<file path="config.mk">
export PLATFORM = sky130hd
export DESIGN_NAME = bnms_ram
export DESIGN_NICKNAME = d
export VERILOG_FILES = /design/src/box_non_maximum_suppression_unit_defines.svh /design/src/bnms_ram.sv
export SDC_FILE = /design/constraint.sdc
export NUM_CORES = 2
export LEC_CHECK = 0
export BUFFER_PORTS_ARGS = -buffer_cell sky130_fd_sc_hd__buf_2
export CORE_MARGIN = 2
export CORE_UTILIZATION = 67
export CTS_CLUSTER_DIAMETER = 60
export DETAILED_ROUTE_END_ITERATION = 7
export PLACE_DENSITY_LB_ADDON = 0.15
export SYNTH_ARGS = -nofsm -noshare
export SYNTH_HDL_FRONTEND = slang
export SYNTH_SLANG_ARGS = --single-unit
export TNS_END_PERCENT = 5
</file>
<file path="constraint.sdc">
create_clock -name clk_i -period 9.75 [get_ports clk_i]
set_input_delay 1.4625 -clock clk_i [delete_from_list [all_inputs] [get_ports clk_i]]
set_output_delay 1.4625 -clock clk_i [all_outputs]
set_load 0.005 [all_outputs]
</file>
<file path="src/box_non_maximum_suppression_unit_defines.svh">
// assertion macros shared by the nms modules
`ifndef BOX_NON_MAXIMUM_SUPPRESSION_UNIT_DEFINES_SVH
`define BOX_NON_MAXIMUM_SUPPRESSION_UNIT_DEFINES_SVH

// implication checked on every clock edge outside reset
`define NMS_ASSERT_IMP(label, clk, rst_n, ante, cons, msg) \
  label: assert property (@(posedge clk) disable iff (!rst_n) (ante) |-> (cons)) \
    else $error(msg);

// next-cycle implication
`define NMS_ASSERT_NEXT(label, clk, rst_n, ante, cons, msg) \
  label: assert property (@(posedge clk) disable iff (!rst_n) (ante) |=> (cons)) \
    else $error(msg);

`endif

</file>
<file path="src/bnms_ram.sv">
module bnms_ram #(
  parameter int unsigned Width = 64,
  parameter int unsigned Depth = 64
) (
  input  logic                     clk_i,
  input  logic                     we_i,
  input  logic [$clog2(Depth)-1:0] waddr_i,
  input  logic [Width-1:0]         wdata_i,
  input  logic [$clog2(Depth)-1:0] raddr_i,
  output logic [Width-1:0]         rdata_o
);

  logic [Width-1:0] mem_q [Depth];

  // one write port, one registered read port
  always_ff @(posedge clk_i) begin
    if (we_i) begin
      mem_q[waddr_i] <= wdata_i;
    end
    rdata_o <= mem_q[raddr_i];
  end

endmodule

</file>
Word-level counts from Yosys, hierarchy flattened. Memories as Yosys holds them, arrays and structs flattened. A register that Yosys moved wholly into a read port is not among the register bits. Cells that the tools add are included.

Bits in writable memories: 4096. Memories kept: 1. Output and inout bits: 64. Logic and storage cells: 3. Register bits: 0. Memory bits (read-only): 0. Latch bits: 0. Bits of input ports: 78.

Muxes and demuxes: 2. Divide/modulo/power cells: 0. Add/sub/neg operators: 0. Reduce and logical (&&, ||, !) cells: 0. Bitwise logic cells: 0. $lt $le $gt $ge: 0. Eq/ne operators: 0. $mul: 0. Shift-type cells: 0.

Memories: mem_q (words 64, width 64, rd ports 1, clocked after memory_dff 1, wr ports 1, line bnms_ram.sv:13) `logic [Width-1:0] mem_q [Depth];`.

Operator list (number): $mux W1 (2).

Logic depth before layout (Yosys ltp).
Depth after elaboration: 2. Mapped depth: 9. Gate-level depth less buffers: 5.

Least setup slack after synthesis. No wires, ideal clock.

Kind: input -> register. From: input waddr_i[3]. To: memory mem_q[48][0] (enable). Arrival time: 6.334 ns. Path slack: 2.852 ns. Data required time: 9.186 ns. Stages: 4. Library setup time: 0.564 ns. Buffers on the path: 1. Cells stage by stage: clkbuf_1 -> nor2b_1 -> nand4b_1 -> nor3_1.

RTL lines: start, declared (line bnms_ram.sv:7) `input logic [$clog2(Depth)-1:0] waddr_i,`; end, declared (line bnms_ram.sv:13).

Straight into the memory's write port.

Worst setup path in the final report.
From: input we_i. To: memory mem_q[46][61] (enable).

Cells in the longest elaborated chain, start to end: 2.

Ends and longest elaborated chain: start, declared (line bnms_ram.sv:6) `input logic we_i,`; $mux W1 (line bnms_ram.sv:17) `if (we_i) begin`; $mux W1 (implied by the code) (line bnms_ram.sv:18) `mem_q[waddr_i] <= wdata_i;`.

No other way between the ends.

==> flow_summary.yaml <==
critical_path:
  crit_arrival_ns: 4.94
  reg2reg_depth: 5
  critPathKind: "input pin to flip-flop"
  startpoint: "we_i"
  crit_path_start_kind: "input pin"
  worstReg2RegEnd: "rdata_o[62]"
  cp.required_ns: 10.33
  cp-endpoint: "mem_q[46][61]"
  cp-end-kind: "flip-flop"
  reg2reg_from: "mem_q[9][62]"
  rrSetupSlack_ns: 7.67
  cp_max_fo: 42
sta:
  fin_setup_tns_ns: 0
  fmax_mhz: 229
  skew_ns: 0.0364
  final_hold_viol_count: 0
  timing.final.ws_setup_ns: 5.38
  min_period_ns: 4.37
  rsz0062_at_grt: "false"
  finalSetupViolations: 0
  slew_headroom: 0.0134
  final_max_slew_viol_count: 0
  hold_ws_ns: 0.835
  worstMarginPinSlew_ns: 1.48
  fin_crit_sh: 0.448
floorplan:
  die-height_um: 487
  die-area_um2: 237000
  start_util: 0.673
  die_w_um: 487
  core-area_um2: 232000
  io-pin-count: 142
  rows: 177
cts:
  cts_resized: 0
  clk_latency_ns: 0.99
  clk_path_buf_depth: 4
  path_clk_slew_ns: 0.06
  cts_tree: "yes"
  holdBufCountCts: 0
  cts-buffers-inserted: 407
  cts-htree-levels: 5
  cts_root_buf: "clkbuf_16"
  cts_setup_buffers: 0
  cts_sinks: 4160
grt:
  grt_usage: 0.358
  grt_pass1_wl_um: 586000
  grt_pass1_vias: 77500
  grt_overflow: 0
  grt_max_degree: 119
  antenna_found_initial: 35
cells_and_area:
  n_fill_cell: 11700
  layout_commonest_cell: "edfxtp_1"
  layout_common_cells: "edfxtp_1, mux4_2, clkbuf_16"
  layout-drive-gt1-share: 0.280
  postLayoutCoreUtil: 0.750
  areaGrowthSynthToFinish_pct: 11.5
  fin_nets: 7049
yosys:
  synthFlopType: "edfxtp_1"
  ys_types: 33
  async_reset_ff_frac: 0
  syn_nets: 6676
  postSynthCellCount: 6598
  ys_seq_area_frac: 0.795
  synth_warnings: 0
  avgSynthCellArea_um2: 23.7
  synth_edf_count: 4096
  synth_seq_cells: 4160
  syn_area_um2: 156000
drt:
  drtPass1Iterations: 6
  dr_total_vias: 77400
  wire_per_inst_um: 40.3
  wirelength_um: 417000
  vias_per_cell: 7.48
  drc: 0
  drt_iter0_markers: 12900
  postRouteAntennaNets: 0
place:
  dp_slack_ns: 4.58
  numPortBuffers: 141
  globalplace.congestion: 0.816
  hpwl_um: 210000
worst_hold_path:
  hold_start: "mem_q[44][10]"
  hp-class: "flip-flop to flip-flop"
power_and_ir_drop:
  power_density_nw_per_um2: 212
  vdd_drop_max_uv: 239
  p_leak_nw: 54.6
run:
  maxCapViolCount: 0
status:
  status: "complete, no violations"
## cell type report
cell class,count,area (um^2),area share
sequential,4160,124000,0.713
inverter,19,71.3,0.000409
timing repair buffer,334,2380,0.0136
multi-input combinational,2049,30800,0.177
clock buffer,488,10700,0.0616
clock inverter,242,2250,0.0129
tap,3043,3810,0.0218
antenna,16,40.0,0.000230
## synthesized netlist by cell type, types with 11 or more instances
| cell | instances | area, um^2 |
|---|---|---|
| and3_1 | 64 | 400 |
| a41oi_1 | 26 | 228 |
| mux2i_1 | 135 | 1350 |
| a2bb2oi_1 | 19 | 166 |
| buf_2 | 170 | 851 |
| mux4_2 | 1024 | 23100 |
| a22oi_1 | 168 | 1260 |
| nor2b_1 | 28 | 175 |
| nor2_1 | 112 | 420 |
| a31oi_1 | 18 | 113 |
| or2_2 | 28 | 175 |
| inv_1 | 19 | 71.3 |
| edfxtp_1 | 4096 | 123000 |
| o221ai_1 | 38 | 333 |
| o22ai_1 | 83 | 519 |
| or3_1 | 29 | 181 |
| buf_4 | 34 | 255 |
| a22o_1 | 88 | 771 |
| clkbuf_1 | 140 | 526 |
| buf_1 | 20 | 75.1 |
| a211oi_1 | 63 | 473 |
| nand2_1 | 58 | 218 |
| dfxtp_1 | 64 | 1280 |
| nand3_1 | 45 | 225 |
| nand2b_1 | 11 | 68.8 |
## where the power goes
group          switching [W]  leakage (nW)  internal [W]  total (W)
Clock                0.00651          6.38       0.00892     0.0154
Sequential          0.000100          37.4        0.0198     0.0199
Combinational        0.00102          10.8      0.000603    0.00162
## worst max-delay path, stage by stage
cell	delay (ns)
buf_2	0.19
nor2b_1	0.29
nand3_1	0.58
nor2_4	1.28
buf_4	0.98
## metrics by stage
step / cell area [um^2] / instances / total power [W]
floorplan: 156000 / 6598 / 0.0211
global placement: 161000 / 9605 / 0.0218
detailed placement: 161000 / 9605 / 0.0219
CTS: 174000 / 10300 / 0.0370
global route: 174000 / 10300 / 0.0378
finish: 174000 / 10400 / 0.0370
## cell families (layout without fill, tap and decap cells)
group,count (synthesis),in the layout,share of synthesized area
flip-flops,4160,4160,0.795
other,0,16,0
buffers and inverters,389,1083,0.0118
multiplexers,1159,1159,0.156
AND/OR/NAND/NOR,386,386,0.0124
AO/OA/AOI/OAI,504,504,0.0248
## registers in the layout, summed over array words and instances (netlist names)
signal and flops:
rdata_o 64, mem_q 4096
## worst min path at each step
| stage | slack (ns) | endpoint | cells after the start |
|---|---|---|---|
| 2_1_floorplan | 0.79 | rdata_o[61] | 4 |
| 3_3_place_gp | 0.82 | rdata_o[18] | 4 |
| 3_5_place_dp | 0.83 | rdata_o[10] | 4 |
| 4_1_cts | 0.84 | rdata_o[10] | 4 |
| 5_1_grt | 0.89 | rdata_o[18] | 4 |
| 6_report | 0.84 | rdata_o[10] | 4 |
## metal layers
metal	vias up	GRT usage	routed length, um
met2	6301	0.556	200000
li1	29200	-	-
met1	40900	0.511	143000
met5	-	0	207
met3	1001	0.0810	55900
met4	28	0.137	18100
Note: power is estimated with default switching activity, not from simulation.
