[src/box_non_maximum_suppression_unit_defines.svh]
// assertion macros shared by the nms modules
`ifndef BOX_NON_MAXIMUM_SUPPRESSION_UNIT_DEFINES_SVH
`define BOX_NON_MAXIMUM_SUPPRESSION_UNIT_DEFINES_SVH

// implication checked on every clock edge outside reset
`define NMS_ASSERT_IMP(label, clk, rst_n, ante, cons, msg) \
  label: assert property (@(posedge clk) disable iff (!rst_n) (ante) |-> (cons)) \
    else $error(msg);

// next-cycle implication
`define NMS_ASSERT_NEXT(label, clk, rst_n, ante, cons, msg) \
  label: assert property (@(posedge clk) disable iff (!rst_n) (ante) |=> (cons)) \
    else $error(msg);

`endif

[src/bnms_pkg.sv]
package bnms_pkg;

  localparam int unsigned ScoreBits = 16;
  localparam int unsigned ThrBits   = 16;
  localparam logic [ThrBits-1:0] ThrReset = 16'h8000;

  // configuration register indexes
  typedef enum logic [0:0] {
    CFG_THRESHOLD = 1'b0,
    CFG_MODE      = 1'b1
  } cfg_idx_e;

  // back end sequencer states
  typedef enum logic [2:0] {
    ST_IDLE,
    ST_SCAN,
    ST_FETCH,
    ST_WAITRD,
    ST_SWEEP,
    ST_EMIT
  } nms_state_e;

  // set boundary information passed from front to back
  typedef struct packed {
    logic [6:0] count;
    logic       overflow;
  } set_info_t;

endpackage

[src/bnms_front.sv]
`include "box_non_maximum_suppression_unit_defines.svh"

module bnms_front #(
  parameter int unsigned MaxBoxes  = 64,
  parameter int unsigned CoordBits = 12,
  localparam int unsigned IdxBits  = $clog2(MaxBoxes),
  localparam int unsigned EntBits  = 4 * CoordBits + bnms_pkg::ScoreBits
) (
  input  logic                clk_i,
  input  logic                rst_ni,
  input  logic                in_valid_i,
  output logic                in_ready_o,
  input  logic [EntBits-1:0]  entry_i,
  input  logic                last_i,
  output logic                we_o,
  output logic [IdxBits-1:0]  waddr_o,
  output logic [EntBits-1:0]  wdata_o,
  output logic                set_valid_o,
  output bnms_pkg::set_info_t set_info_o,
  input  logic                set_ready_i
);

  logic [IdxBits:0] count_q, count_d;
  logic             ovf_q, ovf_d;
  logic             full;
  logic             acc;

  // the queue to the back end holds one closed set
  logic                set_valid_q;
  bnms_pkg::set_info_t set_info_q;

  // the store is shared, so loading waits until the back end is idle
  assign full       = (count_q == (IdxBits+1)'(MaxBoxes));
  assign in_ready_o = !set_valid_q && set_ready_i;
  assign acc        = in_valid_i && in_ready_o;

  assign we_o    = acc && !full;
  assign waddr_o = count_q[IdxBits-1:0];
  assign wdata_o = entry_i;

  // count and overflow tracking for the open set
  always_comb begin
    count_d = count_q;
    ovf_d   = ovf_q;
    if (acc) begin
      if (full) ovf_d = 1'b1;
      else count_d = count_q + 1'b1;
      if (last_i) begin
        count_d = '0;
        ovf_d   = 1'b0;
      end
    end
  end

  always_ff @(posedge clk_i or negedge rst_ni) begin
    if (!rst_ni) begin
      count_q     <= '0;
      ovf_q       <= 1'b0;
      set_valid_q <= 1'b0;
      set_info_q  <= '0;
    end else begin
      count_q <= count_d;
      ovf_q   <= ovf_d;
      if (acc && last_i) begin
        set_valid_q         <= 1'b1;
        set_info_q.count    <= 7'(full ? count_q : count_q + 1'b1);
        set_info_q.overflow <= ovf_q || full;
      end else if (set_ready_i) begin
        set_valid_q <= 1'b0;
      end
    end
  end

  assign set_valid_o = set_valid_q;
  assign set_info_o  = set_info_q;

  `NMS_ASSERT_IMP(a_count_bound, clk_i, rst_ni, 1'b1,
    count_q <= (IdxBits+1)'(MaxBoxes), "box count beyond capacity")
  `NMS_ASSERT_IMP(a_no_write_full, clk_i, rst_ni, full, !we_o, "write into full store")
  `NMS_ASSERT_NEXT(a_set_closes, clk_i, rst_ni, acc && last_i,
    set_valid_q && count_q == '0, "set not handed over")

endmodule

[config.mk]
export PLATFORM = sky130hd
export DESIGN_NAME = bnms_front
export DESIGN_NICKNAME = d
export VERILOG_FILES = /design/src/bnms_pkg.sv /design/src/bnms_front.sv
export VERILOG_INCLUDE_DIRS = /design/src /design/src/src
export SDC_FILE = /design/constraint.sdc
export NUM_CORES = 1
export LEC_CHECK = 0
export BUFFER_PORTS_ARGS = -buffer_cell sky130_fd_sc_hd__buf_4
export CORE_MARGIN = 2
export CORE_UTILIZATION = 35
export DETAILED_ROUTE_END_ITERATION = 6
export PLACE_DENSITY = 0.85
export RECOVER_POWER = 50
export SLEW_MARGIN = 0
export SYNTH_ARGS = -nofsm -noshare
export SYNTH_HDL_FRONTEND = slang
export SYNTH_SLANG_ARGS = --single-unit
[constraint.sdc]
create_clock -name clk_i -period 2.4 [get_ports clk_i]
set_clock_uncertainty 0.15 [all_clocks]
set_input_delay 0.48 -clock clk_i [delete_from_list [all_inputs] [get_ports clk_i]]
set_output_delay 0.48 -clock clk_i [all_outputs]
set_load 0.03 [all_outputs]
After elaboration in Yosys (flattened, before gate mapping):

Index checks and enable logic that the tools add are counted.

* register bits: 17
* input port bits: 69
* output and inout port bits: 81
* logic and storage cells: 23

* add/subtract/negate cells: 1
* equal/unequal tests: 1
* mux-type cells: 6
* reductions and logical operators: 10

Operator list (number)
* 7-bit 2-to-1 mux: 2
* 7-bit by 1-bit adder with 7-bit output, second input constant: 1
* 7-bit == test, second input constant: 1
* 1-bit logical AND: 4
* 1-bit 2-to-1 mux: 4
* 2-bit nonzero test: 2
* 1-bit zero test: 2
* 2-bit AND reduction: 1
* 1-bit logical OR: 1

Depth between registers and ports, before layout:

Gate-level depths: netlist (run 1).

* depth after elaboration: 5
* depth in mapped cells: 5

Least setup slack after synthesis (run 1):

No wires, ideal clock.

* kind: reg2out
* start: register count_q[0]
* end: output we_o
* arrival: 1.475 ns
* data required time: 1.770 ns
* path slack: 0.295 ns
* cell stages (with the launch flop): 6
* buffers on the path: 0
* cells stage by stage: dfrtp_1 inv_1 ha_1 and4bb_4 and2_1 nor2_1

* longest elaborated chain between the ends: 3

Ends and longest elaborated chain
* from (decl): line bnms_front.sv:23 `logic [IdxBits:0] count_q, count_d;`
* from (signal assigned): line bnms_front.sv:62 `count_q <= count_d;`
* 7-bit == test: line bnms_front.sv:33 `assign full = (count_q == (IdxBits+1)'(MaxBoxes));`
* 1-bit zero test: line bnms_front.sv:37 `assign we_o = acc && !full;`
* 1-bit logical AND: line bnms_front.sv:37
* to (decl): line bnms_front.sv:15 `output logic we_o,`

Every way passes these cells.

Final worst setup path (run 1):

* start: register count_q[1]
* end: output we_o

The elaborated chain is that of the path after synthesis.

==> flow_summary.json, run 1 <==
{
  "status": "finished clean",
  "nets": 189,
  "yosysWarnings": 0,
  "final_common_cell": "buf_4",
  "tns_ps": 0,
  "portBuffers": 21,
  "worstSkewPairLatency_ps": 260,
  "gp_congestion": 0.8407,
  "cts_tree": "built",
  "powerDensity_mw_per_mm2": 855.5,
  "synth_seq_cells": 17,
  "synthAdderAreaFrac_pct": 1.765,
  "grt_pass1_wl_um": 3753,
  "fin_cells": 167,
  "seqPwrFrac_pct": 40.3,
  "power.leakage_nw": 0.5003,
  "drive_gt1_share_pct": 24.79,
  "cts.path.max_buffers": 2,
  "slew_viol_final": 0,
  "postRouteWirelength_um": 2463,
  "synth_compound_area_share_pct": 12.18,
  "period_share_pct": 93.40,
  "layout_common_cells": "buf_4, dfrtp_1, nand2_1",
  "syn_area_mm2": 0.001418,
  "grtUsageMet3_pct": 3.667,
  "clockRootBuffer": "clkbuf_8",
  "route.detailed.drc": 0,
  "crit_path_start_kind": "flip-flop",
  "power_frac_comb_pct": 37.1,
  "htree_num_levels": 1,
  "fin_util_pct": 29.20,
  "min_path_type": "primary input to flip-flop",
  "min_period_ps": 2242,
  "crit_required_ps": 1770,
  "grt_use_total_pct": 10.77,
  "cts_setup_buffers": 0,
  "dieHeight_um": 67.64,
  "p_int_w": 0.0006029,
  "synth.yosys.seq_area_share_pct": 30.01,
  "clkSinkCount": 17,
  "arrival_ps": 1610,
  "yosys.area_share.simple_pct": 13.06,
  "p_clk_share_pct": 22.7,
  "finalHoldViolations": 0,
  "dp_hpwl_um": 1890,
  "synthMuxAreaShare_pct": 0.7061,
  "max_slew_margin_pct": 39.22,
  "totalPowerFinal_w": 0.0009848,
  "rsz0062_at_grt": "no",
  "tightest_slew_ps": 911.7,
  "area_growth_pct": -18.80,
  "critPathMaxFanout": 6,
  "drt_iter0_markers": 49,
  "rows": 23,
  "grt_pass1_vias": 786,
  "firstDrtPassIters": 4,
  "synth_top_family_by_area": "buffers and inverters",
  "setup_viol": 0,
  "p_switching_w": 0.0003819,
  "viasPerCell": 4.976,
  "grt_use_met1_pct": 11.10,
  "die_area_mm2": 0.004575,
  "antenna_found_initial": 0,
  "drtAntennaViolNets": 0,
  "grtUsageMet2_pct": 18.50,
  "core_mm2": 0.003943,
  "switching_share_pct": 38.78,
  "cp-end-kind": "output pin",
  "avgSynthCellArea_um2": 8.592,
  "cap_violations": 0,
  "io-pin-count": 150,
  "antenna_cells": 0,
  "critPathKind": "flip-flop to output pin",
  "start_util_pct": 35.96,
  "die_x_um": 67.64,
  "cts_buffers": 3,
  "hold_buffers": 1,
  "syn_nets": 236,
  "path_clk_slew_ps": 70,
  "clock.fmax_mhz": 446.1,
  "synth_xor_area_share_pct": 1.853,
  "yosysUniqueCellTypes": 33,
  "wl_per_cell_um": 14.75,
  "grt_max_degree": 18,
  "grt-ovfl-total": 0,
  "vdd_drop_max_uv": 235.1,
  "dp_cells": 162,
  "vias": 831,
  "synth_cells": 165,
  "cts_resized": 0,
  "busiest_layer": "met2"
}
cells in the mapped netlist (all sizes together):
library cell | n | area, um2
buf | 72 | 538.0
dfrtp | 17 | 425.4
nand2 | 13 | 48.80
o21ai | 11 | 55.05
nor2 | 7 | 26.28
a31oi | 5 | 31.28
inv | 5 | 18.77
clkbuf | 4 | 16.26
nand3 | 3 | 20.02
o211ai | 3 | 22.52
o31ai | 3 | 27.52
a21oi | 2 | 10.01
ha | 2 | 25.02
or3 | 2 | 12.51
xor2 | 2 | 17.52
a211o | 1 | 8.760
a211oi | 1 | 7.510
a221o | 1 | 10.01
and2 | 1 | 6.260
and4b | 1 | 10.01
and4bb | 1 | 16.27
mux2i | 1 | 10.01
nand2b | 1 | 6.260
nand3b | 1 | 7.510
nand4 | 1 | 6.260
nand4b | 1 | 8.760
nor2b | 1 | 6.260
or4b | 1 | 10.01
xnor2 | 1 | 8.760
worst max-delay path, stage by stage, from the launching register on:
cell	delay, ps
dfrtp_1	430
inv_1	70
ha_1	170
and4bb_4	220
and2_1	190
nor2_1	90
buf_4	170
worst paths after layout:
kind	start	endpoint	slack (ps)	cells past startpoint
min in group asynchronous	rst_ni	count_q[2]$_DFFE_PN0P_	710	2
min	set_ready_i	set_valid_o$_DFFE_PN0P_	280	2
max reg2reg	count_q[0]$_DFFE_PN0P_	count_q[6]$_DFFE_PN0P_	630	5
min reg2reg	set_info_o[4]$_DFFE_PN0P_	set_info_o[4]$_DFFE_PN0P_	330	2
max in group asynchronous	rst_ni	count_q[6]$_DFFE_PN0P_	830	2
max	count_q[1]$_DFFE_PN0P_	we_o	160	6
state kept, by name, indices dropped and copies added (netlist names):
name / flops
set_valid_o: 1
ovf_q: 1
count_q: 7
set_info_o: 8
cell type report:
type                    instances  area (um2)
fillers                       412        2791
clock buffers                   3       41.29
clock inverters                 1       5.005
inverters                       5       18.77
flip-flops and latches         17       425.4
multi-input cells              67       419.2
repair buffers                 24       178.9
well taps                      50       62.56
through the flow:
step	setup slack [ps]	area, um2	hold WS (ps)
after floorplan	294.7	1418	34.41
final	158.5	1151	281.4
after global routing	61.84	1151	301.4
after detailed placement	445.8	1099	210.2
after global placement	481.6	1099	205.5
after CTS	155.0	1155	282.4
kinds of logic (layout without fill, tap and decap cells):
family / Yosys count / count (layout)
xor gates and xnor gates: 3 / 3
and+or+nand+nor: 34 / 34
AOI/OAI and AO/OA: 27 / 27
buffers and inverters: 81 / 33
muxes: 1 / 1
adders and majority gates: 2 / 2
DFF: 17 / 17
power by group through the flow:
stage | Clock (W) | Sequential [W] | Combinational, W
after floorplan | 0 | 0.000469 | 0.000380
after global placement | 0 | 0.000399 | 0.000365
after detailed placement | 0 | 0.000402 | 0.000369
after CTS | 0.000226 | 0.000396 | 0.000371
after global routing | 0.000237 | 0.000405 | 0.000396
final | 0.000223 | 0.000396 | 0.000365
metal layers:
metal	up-vias	part of all wire [%]
met4	0	3.2
met5	-	0
met1	389	38
li1	379	-
met3	17	10
met2	46	48
(Power assumes the default switching activity.)
==> inputs of run 2 (changes only) <==
--- a/config.mk
+++ b/config.mk
@@ -7,7 +7,6 @@
 export NUM_CORES = 1
 export LEC_CHECK = 0
 export BUFFER_PORTS_ARGS = -buffer_cell sky130_fd_sc_hd__buf_4
-export CORE_MARGIN = 2
 export CORE_UTILIZATION = 35
 export DETAILED_ROUTE_END_ITERATION = 6
 export PLACE_DENSITY = 0.85
==> run 2 against run 1 <==
Critical path depth unchanged. Power down 0.93%. Non-clock buffer count stayed put. Sequential power hardly changed. Largest power group unchanged. Highest routed layer unchanged. Hold slack gained 23 ps. Worst setup slack got worse by 1.6 ps. Count of clock-buffer cells in the layout up 1. First-iteration DRC count up 22%. Combinational power grew 2%. Largest cell class unchanged.
==> flow_summary.json, run 2 (synthesized netlist as in run 1, its figures left out) <==
{
  "viasPerCell": 4.982,
  "vias": 822,
  "drt_iter0_markers": 60,
  "core_mm2": 0.003771,
  "crit_path_cell_trace": "inv_1 > ha_1 > and4bb_4 > and2_1 > nor2_1 > buf_4",
  "period_share_pct": 93.46,
  "cts.path.max_buffers": 2,
  "cts_setup_buffers": 0,
  "grt_max_degree": 18,
  "clock.fmax_mhz": 445.8,
  "dieHeight_um": 65.64,
  "fin_ws_ps": 156.9,
  "postRouteWirelength_um": 2680,
  "layout_common_cells": "buf_4, dfrtp_1, nand2_1",
  "drive_gt1_share_pct": 23.93,
  "max_slew_margin_pct": 36.38,
  "place_ws_ps": 422.4,
  "power.leakage_nw": 0.4976,
  "min_period_ps": 2243,
  "gp_congestion": 0.8483,
  "die_x_um": 65.64,
  "crit_required_ps": 1770,
  "powerDensity_mw_per_mm2": 850.4,
  "met3_length_um": 208,
  "setup_viol": 0,
  "final_cell_area_mm2": 0.001147,
  "tightest_slew_ps": 954.3,
  "critPathTopFamily": "simple AND/OR/NAND/NOR gates",
  "dp_hpwl_um": 2031,
  "cts_buffers": 3,
  "grt_use_total_pct": 12.92,
  "cts_tree": "built",
  "crit_path_start_kind": "flip-flop",
  "antenna_cells": 0,
  "nets": 189,
  "arrival_ps": 1610,
  "slowest_delay_ps": 420,
  "finalHoldViolations": 0,
  "grt_pass1_vias": 821,
  "grt-ovfl-total": 0,
  "slew_viol_final": 0,
  "route.detailed.drc": 0,
  "path_clk_slew_ps": 60,
  "io-pin-count": 150,
  "cp_slowest_cell": "dfrtp_1",
  "worstSkewPairLatency_ps": 240,
  "place_area_mm2": 0.001096,
  "dr.max_layer_used": "met4",
  "die_area_mm2": 0.004309,
  "status": "finished clean",
  "dr_wl_met2_um": 1356,
  "portBuffers": 21,
  "final_common_cell": "buf_4",
  "min_path_type": "primary input to flip-flop",
  "largest_reg_flops": 8,
  "cap_violations": 0,
  "critPathKind": "flip-flop to output pin",
  "area_growth_pct": -19.06,
  "clockRootBuffer": "clkbuf_8",
  "wl_met1_um": 1052,
  "rows": 22,
  "start_util_pct": 37.59,
  "wl_per_cell_um": 16.24,
  "tns_ps": 0,
  "vdd_drop_max_uv": 208.8,
  "grt_pass1_wl_um": 4071,
  "cp-end-kind": "output pin",
  "nFillCells": 390,
  "drtAntennaViolNets": 0,
  "path_buf_inv": 2,
  "rsz0062_at_grt": "no",
  "clkSinkCount": 17,
  "htree_num_levels": 1,
  "critPathMaxFanout": 6,
  "antenna_found_initial": 0,
  "firstDrtPassIters": 4
}
## run 2: layout make-up
| type | count | area [um2] | area share [%] |
|---|---|---|---|
| sequential | 17 | 425.4 | 37.08 |
| multi-input combinational | 67 | 419.2 | 36.53 |
| timing repair buffer | 24 | 178.9 | 15.59 |
| tap | 48 | 60.06 | 5.234 |
| clock buffer | 4 | 45.04 | 3.926 |
| inverter | 5 | 18.77 | 1.636 |
## run 2: per-layer routing
layer  vias to the layer above  global-route usage [%]
li1                        382                       -
met1                       386                   12.78
met2                        42                   22.19
met3                        12                   5.556
met4                         0                   7.609
met5                         -                       0
## run 2: path summary, 6_finish.rpt
check	depth (start not counted)	start	end	slack (ps)
worst min-delay path	2	set_ready_i	set_valid_o$_DFFE_PN0P_	300
worst max-delay path	6	count_q[1]$_DFFE_PN0P_	we_o	160
worst max register to register	5	count_q[1]$_DFFE_PN0P_	count_q[3]$_DFFE_PN0P_	630
min in group asynchronous	2	rst_ni	count_q[4]$_DFFE_PN0P_	750
max in group asynchronous	2	rst_ni	count_q[0]$_DFFE_PN0P_	770
worst min register to register	2	set_info_o[2]$_DFFE_PN0P_	set_info_o[2]$_DFFE_PN0P_	340
## run 2: repair_timing
item                       CTS  global route
gates resized for setup      0             0
setup endpoints to repair    0             0
hold buffers                 1             0
hold endpoints to repair    17             0
## run 2: power by group
| group | internal (W) | switching (W) |
|---|---|---|
| Clock | 0.000117 | 0.0000892 |
| Combinational | 0.000142 | 0.000229 |
| Sequential | 0.000347 | 0.0000513 |
## run 2: per-stage QoR
stage               util [%]  hold WS, ps  std cells  power (W)
floorplan                  -        34.41        165  0.0008490
global placement       29.06        207.5        160  0.0007628
detailed placement     29.06        211.6        160  0.0007757
CTS                    30.52        298.1        165  0.0009887
global route           30.42        334.1        165   0.001038
finish                 30.42        304.5        165  0.0009757
