==> src/box_non_maximum_suppression_unit_defines.svh <==
// assertion macros shared by the nms modules
`ifndef BOX_NON_MAXIMUM_SUPPRESSION_UNIT_DEFINES_SVH
`define BOX_NON_MAXIMUM_SUPPRESSION_UNIT_DEFINES_SVH

// implication checked on every clock edge outside reset
`define NMS_ASSERT_IMP(label, clk, rst_n, ante, cons, msg) \
  label: assert property (@(posedge clk) disable iff (!rst_n) (ante) |-> (cons)) \
    else $error(msg);

// next-cycle implication
`define NMS_ASSERT_NEXT(label, clk, rst_n, ante, cons, msg) \
  label: assert property (@(posedge clk) disable iff (!rst_n) (ante) |=> (cons)) \
    else $error(msg);

`endif

==> src/bnms_pkg.sv <==
package bnms_pkg;

  localparam int unsigned ScoreBits = 16;
  localparam int unsigned ThrBits   = 16;
  localparam logic [ThrBits-1:0] ThrReset = 16'h8000;

  // configuration register indexes
  typedef enum logic [0:0] {
    CFG_THRESHOLD = 1'b0,
    CFG_MODE      = 1'b1
  } cfg_idx_e;

  // back end sequencer states
  typedef enum logic [2:0] {
    ST_IDLE,
    ST_SCAN,
    ST_FETCH,
    ST_WAITRD,
    ST_SWEEP,
    ST_EMIT
  } nms_state_e;

  // set boundary information passed from front to back
  typedef struct packed {
    logic [6:0] count;
    logic       overflow;
  } set_info_t;

endpackage

==> src/bnms_back.sv <==
`include "box_non_maximum_suppression_unit_defines.svh"

module bnms_back #(
  parameter int unsigned MaxBoxes  = 64,
  parameter int unsigned CoordBits = 12,
  localparam int unsigned IdxBits  = $clog2(MaxBoxes),
  localparam int unsigned EntBits  = 4 * CoordBits + bnms_pkg::ScoreBits
) (
  input  logic                 clk_i,
  input  logic                 rst_ni,
  input  logic                 set_valid_i,
  input  bnms_pkg::set_info_t  set_info_i,
  output logic                 set_ready_o,
  output logic [IdxBits-1:0]   raddr_o,
  input  logic [EntBits-1:0]   rdata_i,
  input  logic [15:0]          thr_i,
  input  logic                 mode_i,
  input  logic [MaxBoxes-1:0]  new_alive_i,
  output logic                 out_valid_o,
  input  logic                 out_ready_i,
  output logic [EntBits-1:0]   out_entry_o,
  output logic                 out_last_o,
  output logic                 out_ovf_o
);

  localparam int unsigned SB = bnms_pkg::ScoreBits;
  localparam int unsigned EB = CoordBits + 1;     // edge coordinate
  localparam int unsigned AB = 2 * CoordBits + 2; // areas and intersection

  bnms_pkg::nms_state_e st_q, st_d;

  logic [MaxBoxes-1:0] alive_q, alive_d;
  logic [IdxBits:0]    cnt_q;
  logic                ovf_q;
  logic [IdxBits:0]    ptr_q, ptr_d;
  logic [IdxBits-1:0]  best_q, best_d;
  logic                found_q, found_d;
  logic [SB-1:0]       bscore_q, bscore_d;
  logic [EntBits-1:0]  taken_q, taken_d;
  logic                pipe_q;           // read data valid for scan and sweep
  logic [IdxBits-1:0]  pidx_q;

  // output register
  logic                oval_q, oval_d;
  logic [EntBits-1:0]  oent_q;
  logic                olast_q;

  // sweep arithmetic stage registers and compare terms
  logic                s1_q;
  logic [IdxBits-1:0]  s1_idx_q;
  logic [AB-1:0]       s1_inter_q, s1_den_q;
  logic                s1_neg_q;
  logic [AB+SB-1:0]    s2_lhs, s2_rhs;

  logic [SB-1:0]       rscore;
  logic [CoordBits-1:0] ax, ay, aw, ah, bx, by, bw, bh;

  assign rscore = rdata_i[SB-1:0];
  assign {ax, ay, aw, ah} = taken_q[EntBits-1:SB];
  assign {bx, by, bw, bh} = rdata_i[EntBits-1:SB];

  // span with the +1 rule, clamped at zero
  function automatic logic [EB:0] span(input logic [CoordBits-1:0] a1,
                                       input logic [CoordBits-1:0] al,
                                       input logic [CoordBits-1:0] b1,
                                       input logic [CoordBits-1:0] bl);
    logic [EB:0] lo, hi, a2, b2;
    logic signed [EB+1:0] s;
    a2 = (EB+1)'(a1) + (EB+1)'(al);
    b2 = (EB+1)'(b1) + (EB+1)'(bl);
    lo = (a1 > b1) ? (EB+1)'(a1) : (EB+1)'(b1);
    hi = (a2 < b2) ? a2 : b2;
    s  = $signed({1'b0, hi}) - $signed({1'b0, lo}) + $signed((EB+2)'(1));
    span = (s > 0) ? s[EB:0] : '0;
  endfunction

  logic [EB:0] sx, sy;
  logic [AB-1:0] inter, area_a, area_b;
  logic signed [AB+1:0] den_u;

  assign sx     = span(ax, aw, bx, bw);
  assign sy     = span(ay, ah, by, bh);
  assign inter  = AB'(sx * sy);
  assign area_a = AB'(aw * ah);
  assign area_b = AB'(bw * bh);
  assign den_u  = $signed({2'b0, area_a}) + $signed({2'b0, area_b})
                - $signed({2'b0, inter});

  // stage two compare, inter * 65536 against threshold * den
  assign s2_lhs = {s1_inter_q, 16'h0};
  assign s2_rhs = (AB+SB)'(thr_i * s1_den_q);

  logic kill;
  always_comb begin
    if (s1_neg_q) kill = 1'b0;
    else if (s1_den_q == '0) kill = (s1_inter_q != '0);
    else kill = s2_lhs > s2_rhs;
  end

  // sequencer: scan for best, fetch it, sweep all, emit; back to idle when none is left
  always_comb begin
    st_d     = st_q;
    alive_d  = alive_q;
    ptr_d    = ptr_q;
    best_d   = best_q;
    found_d  = found_q;
    bscore_d = bscore_q;
    taken_d  = taken_q;
    oval_d   = oval_q && !out_ready_i;
    raddr_o  = ptr_q[IdxBits-1:0];
    if (s1_q && kill) alive_d[s1_idx_q] = 1'b0;
    unique case (st_q)
      bnms_pkg::ST_IDLE: begin
        if (set_valid_i) begin
          alive_d = new_alive_i;
          ptr_d   = '0;
          found_d = 1'b0;
          st_d    = bnms_pkg::ST_SCAN;
        end
      end
      bnms_pkg::ST_SCAN: begin
        if (pipe_q && alive_q[pidx_q] &&
            (!found_q || rscore > bscore_q)) begin
          found_d  = 1'b1;
          best_d   = pidx_q;
          bscore_d = rscore;
        end
        if (ptr_q < cnt_q) ptr_d = ptr_q + 1'b1;
        else if (!pipe_q) st_d = bnms_pkg::ST_FETCH;
      end
      bnms_pkg::ST_FETCH: begin
        if (!found_q) st_d = bnms_pkg::ST_IDLE;
        else begin
          raddr_o = best_q;
          alive_d[best_q] = 1'b0;
          st_d = bnms_pkg::ST_WAITRD;
        end
      end
      bnms_pkg::ST_WAITRD: begin
        raddr_o = best_q;
        taken_d = rdata_i;
        ptr_d   = '0;
        st_d    = bnms_pkg::ST_SWEEP;
      end
      bnms_pkg::ST_SWEEP: begin
        if (ptr_q < cnt_q) ptr_d = ptr_q + 1'b1;
        else if (!pipe_q && !s1_q) st_d = bnms_pkg::ST_EMIT;
      end
      bnms_pkg::ST_EMIT: begin
        if (!oval_q || out_ready_i) begin
          oval_d  = 1'b1;
          ptr_d   = '0;
          found_d = 1'b0;
          st_d    = bnms_pkg::ST_SCAN;
        end
      end
      default: st_d = bnms_pkg::ST_IDLE;
    endcase
  end

  assign set_ready_o = (st_q == bnms_pkg::ST_IDLE);

  always_ff @(posedge clk_i or negedge rst_ni) begin
    if (!rst_ni) begin
      st_q    <= bnms_pkg::ST_IDLE;
      alive_q <= '0;
      cnt_q   <= '0;
      ovf_q   <= 1'b0;
      ptr_q   <= '0;
      found_q <= 1'b0;
      pipe_q  <= 1'b0;
      s1_q    <= 1'b0;
      oval_q  <= 1'b0;
    end else begin
      st_q    <= st_d;
      alive_q <= alive_d;
      ptr_q   <= ptr_d;
      found_q <= found_d;
      oval_q  <= oval_d;
      if (st_q == bnms_pkg::ST_IDLE && set_valid_i) begin
        cnt_q <= set_info_i.count[IdxBits:0];
        ovf_q <= set_info_i.overflow;
      end
      pipe_q <= (st_q == bnms_pkg::ST_SCAN || st_q == bnms_pkg::ST_SWEEP)
                && ptr_q < cnt_q;
      s1_q   <= pipe_q && st_q == bnms_pkg::ST_SWEEP && alive_q[pidx_q];
    end
  end

  // payload registers
  always_ff @(posedge clk_i) begin
    best_q     <= best_d;
    bscore_q   <= bscore_d;
    taken_q    <= taken_d;
    pidx_q     <= ptr_q[IdxBits-1:0];
    s1_idx_q   <= pidx_q;
    s1_inter_q <= inter;
    s1_neg_q   <= 1'b0;
    if (mode_i) s1_den_q <= (area_a < area_b) ? area_a : area_b;
    else begin
      s1_den_q <= den_u[AB-1:0];
      s1_neg_q <= den_u < 0;
    end
    if (st_q == bnms_pkg::ST_EMIT && (!oval_q || out_ready_i)) begin
      oent_q  <= taken_q;
      // last kept box when no live box remains
      olast_q <= (alive_q == '0);
    end
  end

  logic ovf_out_q;
  always_ff @(posedge clk_i) begin
    if (st_q == bnms_pkg::ST_EMIT && (!oval_q || out_ready_i)) ovf_out_q <= ovf_q;
  end

  assign out_valid_o = oval_q;
  assign out_entry_o = oent_q;
  assign out_last_o  = olast_q;
  assign out_ovf_o   = ovf_out_q;

  `NMS_ASSERT_IMP(a_idle_no_out_pend, clk_i, rst_ni, st_q == bnms_pkg::ST_EMIT,
    found_q, "emit without a taken box")
  `NMS_ASSERT_NEXT(a_taken_dead, clk_i, rst_ni, st_q == bnms_pkg::ST_FETCH && found_q,
    !alive_q[best_q], "taken box still live")
  `NMS_ASSERT_IMP(a_ptr_bound, clk_i, rst_ni, 1'b1, ptr_q <= cnt_q, "pointer past set")

endmodule
==> config.mk <==
export PLATFORM = sky130hd
export DESIGN_NAME = bnms_back
export DESIGN_NICKNAME = d
export VERILOG_FILES = /design/src/bnms_pkg.sv /design/src/bnms_back.sv
export VERILOG_INCLUDE_DIRS = /design/src /design/src/src
export SDC_FILE = /design/constraint.sdc
export NUM_CORES = 2
export LEC_CHECK = 0
export ABC_AREA = 1
export BUFFER_PORTS_ARGS = -buffer_cell sky130_fd_sc_hd__buf_2
export CAP_MARGIN = 20
export CORE_UTILIZATION = 40
export DETAILED_ROUTE_END_ITERATION = 8
export GPL_TIMING_DRIVEN = 1
export SYNTH_ARGS = -nofsm -noshare
export SYNTH_HDL_FRONTEND = slang
export SYNTH_SLANG_ARGS = --single-unit
==> constraint.sdc <==
create_clock -name clk_i -period 24.1 [get_ports clk_i]
set_clock_uncertainty 0.05 [all_clocks]
set_input_delay 7.23 -clock clk_i [delete_from_list [all_inputs] [get_ports clk_i]]
set_output_delay 7.23 -clock clk_i [all_outputs]
set_load 0.01 [all_outputs]
-- Yosys cells after proc, flatten, opt, wreduce, memory -nomap -nowiden
Cells that the tools add are included.
- $add $sub $neg: 11
- $mul: 4
- div/mod/pow operators: 0
- $lt $le $gt $ge: 16
- equality and inequality tests: 13
- shift operators: 0
- mux-type cells: 40
- bitwise gates (word level): 4
- reduce and logical (&&, ||, !) cells: 31
- operators with widths (operator ; count):
    64-bit 2-to-1 mux ; 3
    64-bit bitwise AND ; 2
    64-bit NOT ; 2
    64-bit one-hot mux with 2 select lines ; 1
    64-bit zero test ; 1
    12-bit by 12-bit adder with 13-bit output ; 4
    12-bit by 12-bit multiplier with 24-bit output ; 2
    42-bit > comparator ; 1
    16-bit by 26-bit multiplier with 42-bit output ; 1
    14-bit by 2-bit adder with 15-bit output (second input constant) ; 2
    15-bit by 1-bit > comparator with 1-bit output (second input constant) ; 2
    14-bit 2-to-1 mux ; 2
    7-bit one-hot mux with 4 select lines ; 1
    13-bit by 12-bit subtractor with 14-bit output ; 2
    27-bit by 1-bit less-than comparator with 1-bit output (second input constant) ; 1
    25-bit by 26-bit subtractor with 27-bit output ; 1
    26-bit zero test ; 1
    13-bit less-than comparator ; 2
    14-bit by 14-bit multiplier with 26-bit output ; 1
    13-bit 2-to-1 mux ; 2
    26-bit 2-to-1 mux ; 1
    26-bit nonzero test ; 1
    24-bit by 24-bit adder with 25-bit output ; 1
    12-bit > comparator ; 2
    other kinds (33) ; 80
- bits in registers: 303
- bits in latches: 0
- RAM bits: 0
- memory bits (read-only): 0
- output and inout port bits: 74
- word-level logic and storage cells: 139
- memories kept: 0

-- Longest topological paths before layout
- word-level depth: 10
- mapped depth: 87
- depth with buffers taken out: 85

-- Least setup slack after synthesis
OpenSTA, ideal clock, no wires.
- path type: in2reg
- from: input port rdata_i[30]
- to: register s1_neg_q
- setup time: 110 ps
- data arrival time: 19130 ps
- setup slack: 4810 ps
- stages: 75
- path buffers: 1
- path through: ha_1 > a21oi_1 > nand2_1 > nand2_1 > o211ai_1 > a21o_1 > a21oi_1 > inv_1 > a21oi_1 > nor2_1 > nor2_1 > xor2_1 > ha_1 > nand2_1 > inv_1 > a21oi_1 > nand2_1 > a21oi_1 > (+39 left out) > inv_1 > ha_1 > nand2_1 > nor2_1 > o21ai_0 > o211ai_1 > a21oi_1 > o21ai_0 > o21ai_0 > o21ai_0 > a21o_1 > nand3_1 > nand2_1 > nand2_1 > nand2_1 > nand2_1 > nand2_1 > inv_1
- cells in the longest elaborated chain, start to end: 10
- elaborated cells on any way between the ends: 12
- those cells by class: 5 x add/sub; 2 x mul; 3 x order compare; 2 x mux
- RTL lines (item ; line ; text):
    start: declaration ; bnms_back.sv:15 ; input logic [EntBits-1:0] rdata_i,
    12-bit by 12-bit adder with 13-bit output (*) ; bnms_back.sv:70 ; b2 = (EB+1)'(b1) + (EB+1)'(bl);
    13-bit less-than comparator ; bnms_back.sv:72 ; hi = (a2 < b2) ? a2 : b2;
    13-bit 2-to-1 mux (*) ; bnms_back.sv:72 ;
    13-bit by 12-bit subtractor with 14-bit output (*) ; bnms_back.sv:73 ; s = $signed({1'b0, hi}) - $signed({1'b0, lo}) + $signed((EB+2)'(1));
    14-bit by 2-bit adder with 15-bit output (*) ; bnms_back.sv:73 ;
    15-bit by 1-bit > comparator with 1-bit output ; bnms_back.sv:74 ; span = (s > 0) ? s[EB:0] : '0;
    14-bit 2-to-1 mux (*) ; bnms_back.sv:74 ;
    14-bit by 14-bit multiplier with 26-bit output (*) ; bnms_back.sv:83 ; assign inter = AB'(sx * sy);
    named net inter[13] ; bnms_back.sv:78 ; logic [AB-1:0] inter, area_a, area_b;
    25-bit by 26-bit subtractor with 27-bit output (*) ; bnms_back.sv:87 ; - $signed({2'b0, inter});
    27-bit by 1-bit less-than comparator with 1-bit output (*) ; bnms_back.sv:202 ; s1_neg_q <= den_u < 0;
    end signal: assignment ; bnms_back.sv:202 ;
    end: declaration ; bnms_back.sv:52 ; logic s1_neg_q;
Mark *: on every way through the listed nets, which the timed path passes. The rest lies on a longest branch.
A chain may end at the register's enable or synchronous reset.

-- Worst setup path after layout
Same ends and word-level chain as after synthesis.

==> results.toml <==
[floorplanning]
num_rows = 129
die_w_um = 356
ios = 231
die-height_um = 356
fp.coreArea_mm2 = 0.124
dieArea_mm2 = 0.127
initial_core_util = 0.405

[timing]
setup-tns-final_ns = 0
slew_headroom = 0.269
finalCritPeriodShare = 0.860
clock.fmax_mhz = 48.3
rsz0062_at_grt = "false"
min_period_ns = 20.71
setup_viol = 0
worst_slew_pin_slew_ns = 1.09
hold_viol_final = 0
slew_viol_final = 0

[worst_setup_path]
r2r_end = "s1_neg_q"
rr_worst_depth = 76
path_class = "in -> reg"
arrival_ns = 21.15
r2r_start = "taken_q[30]"
cp_data_required_time_ns = 24.54
cp-end-kind = "flop"
critPathSlowestCell = "nor2_1"
crit_path_start_kind = "input pin"
r2r_setup_slack_ns = 9.27
max_stage_delay_ns = 0.75
path_max_fanout = 19

[worst_hold_path]
min_to = "out_entry_o[0]"
worstHoldPathCells = 0
hold_path.class = "reg -> reg"
hp-start = "taken_q[0]"

[yosys]
yosys_most_used_dff = "edfxtp_1"
postSynth.asyncResetShare = 0.284
ys_ff_latch = 303
synthCells = 6429
yosysWarnings = 0
syn_avg_cell_area_um2 = 7.81
syn_nets = 7829
synth_area_mm2 = 0.0502
synth.distinct_cells = 64
synth-edff-count = 152
yosysSeqAreaShare = 0.160

[clocking]
cts_made_buffers = 36
cts_sinks = 303
clk_pin_slew_ns = 0.06
clk_path_buf_depth = 3
cts_tree = "built"
cts_hold_buf = 0
insertion_delay_ns = 0.60
root_buffer = "clkbuf_16"
post_cts_resized = 0
post_cts_buffers = 0
cts.htree.levels = 2

[detailed_routing]
post_drt_wl_per_cell_um = 17.4
drc = 2
antenna_left = 0
drt_iter0_drc = 2759
vias = 41500
via_per_inst = 5.07
wl_um = 142000
dr.pass1.iters = 9

[placement]
io_buffer_count = 230
dp_hpwl_um = 114000
dpl_cell_area_mm2 = 0.0528
place_congestion = 0.966

[grt]
antenna_found_initial = 3
track_usage = 0.227
grt_pass1_wl_um = 229000
grt_max_degree = 75
grt_pass1_vias = 42000
grt_overflow = 0

[cells_and_area]
fin_area_mm2 = 0.0542
final_cell_mix = "nand2_1, inv_1, fa_1, ha_1, nor2_1"
drive_gt1_frac = 0.0637
nFillCells = 12500
area_growth_pct = 7.87
nets = 7917
final_common_cell = "nand2_1"

[outcome]
violations = "design-rule violations"
run_status = "finished, violations left"

[run]
maxCapViolCount = 0
==> worst max path at each step <==
stage | slack [ns] | cells after the start | from | end
2_1_floorplan | 4.81 | 75 | rdata_i[30] | s1_neg_q
3_3_place_gp | 3.01 | 73 | rdata_i[30] | s1_neg_q
3_5_place_dp | 2.89 | 73 | rdata_i[30] | s1_neg_q
4_1_cts | 3.49 | 73 | rdata_i[30] | s1_neg_q
5_1_grt | 2.22 | 75 | rdata_i[30] | s1_neg_q
6_report | 3.39 | 73 | rdata_i[30] | s1_neg_q
==> stage by stage <==
| stage | instances | utilization | worst slack [ns] | hold WS [ns] |
|---|---|---|---|---|
| after CTS | 8178 | 0.436 | 3.49 | 0.364 |
| final | 8183 | 0.436 | 3.39 | 0.364 |
| after global placement | 8113 | 0.426 | 3.01 | 0.352 |
| after global routing | 8182 | 0.436 | 2.22 | 0.373 |
| after detailed placement | 8113 | 0.426 | 2.89 | 0.355 |
| after floorplan | 6429 | - | 4.81 | 0.295 |
==> metal layers <==
| layer | global-route usage | wire, um |
|---|---|---|
| met5 | 0 | 13 |
| met3 | 0.0282 | 7780 |
| met2 | 0.381 | 67600 |
| met1 | 0.307 | 62800 |
| met4 | 0.0634 | 3840 |
==> flip-flops by register name, indices dropped and copies added (netlist names) <==
| signal | cells |
|---|---|
| alive_q | 64 |
| out_entry_o | 64 |
| taken_q | 64 |
| s1_den_q | 26 |
| s1_inter_q | 26 |
| bscore_q | 16 |
| cnt_q | 7 |
| ptr_q | 7 |
| best_q | 6 |
| pidx_q | 6 |
| s1_idx_q | 6 |
| st_q | 3 |
| found_q | 1 |
| out_last_o | 1 |
| out_ovf_o | 1 |
| out_valid_o | 1 |
| ovf_q | 1 |
| pipe_q | 1 |
| s1_neg_q | 1 |
| s1_q | 1 |
==> logic make-up after synthesis <==
family	count (synthesis)	share of synthesized area
buf+inv	1628	0.123
xor+xnor	169	0.0295
fa+ha+maj	1243	0.415
compound gates	698	0.0775
flops	303	0.160
simple gates	2388	0.196
==> critical path, delay by kind of cell <==
family | cells | cell delay (ns)
fa+ha+maj | 14 | 5.43
simple gates | 25 | 3.23
compound gates | 18 | 3.21
buf+inv | 13 | 1.32
xor+xnor | 3 | 0.67
==> cell usage after synthesis (all sizes together), types with 2 or more instances <==
master,n,area (um^2)
nand2,1648,6260
inv,1409,5290
fa,704,14100
ha,539,6740
nor2,393,1620
a21oi,322,1620
o21ai,223,1120
nand3,206,1070
clkbuf,192,721
edfxtp,152,4560
xor2,112,981
dfrtp,86,2150
dfxtp,65,1300
xnor2,57,499
nor3,44,240
nand4,39,250
nor4,34,213
a31oi,23,144
buf,23,128
o211ai,20,150
o21bai,20,150
a211oi,18,135
o21a,16,120
o221ai,11,96.3
a21boi,9,67.6
a21o,8,60.1
o311ai,8,70.1
nor3b,7,52.6
nand3b,6,52.6
or2,6,37.5
o2111ai,5,43.8
clkinv,4,15.0
o31ai,4,30.0
and3,3,18.8
a41oi,2,17.5
o32ai,2,17.5
==> cell type report <==
cell class / instances / area (um^2) / area share
Multi-Input combinational cell: 4498 / 36100 / 0.666
Sequential cell: 303 / 8020 / 0.148
Inverter: 1413 / 5310 / 0.0980
Tap cell: 1637 / 2050 / 0.0378
Timing Repair Buffer: 265 / 1460 / 0.0269
Clock buffer: 45 / 1020 / 0.0188
Clock inverter: 20 / 241 / 0.00446
Antenna cell: 2 / 5.00 / 0.0000924
Power is left out: the tool's default activity adds up to more than one toggle a clock period on the data nets, which glitch-free logic cannot reach.
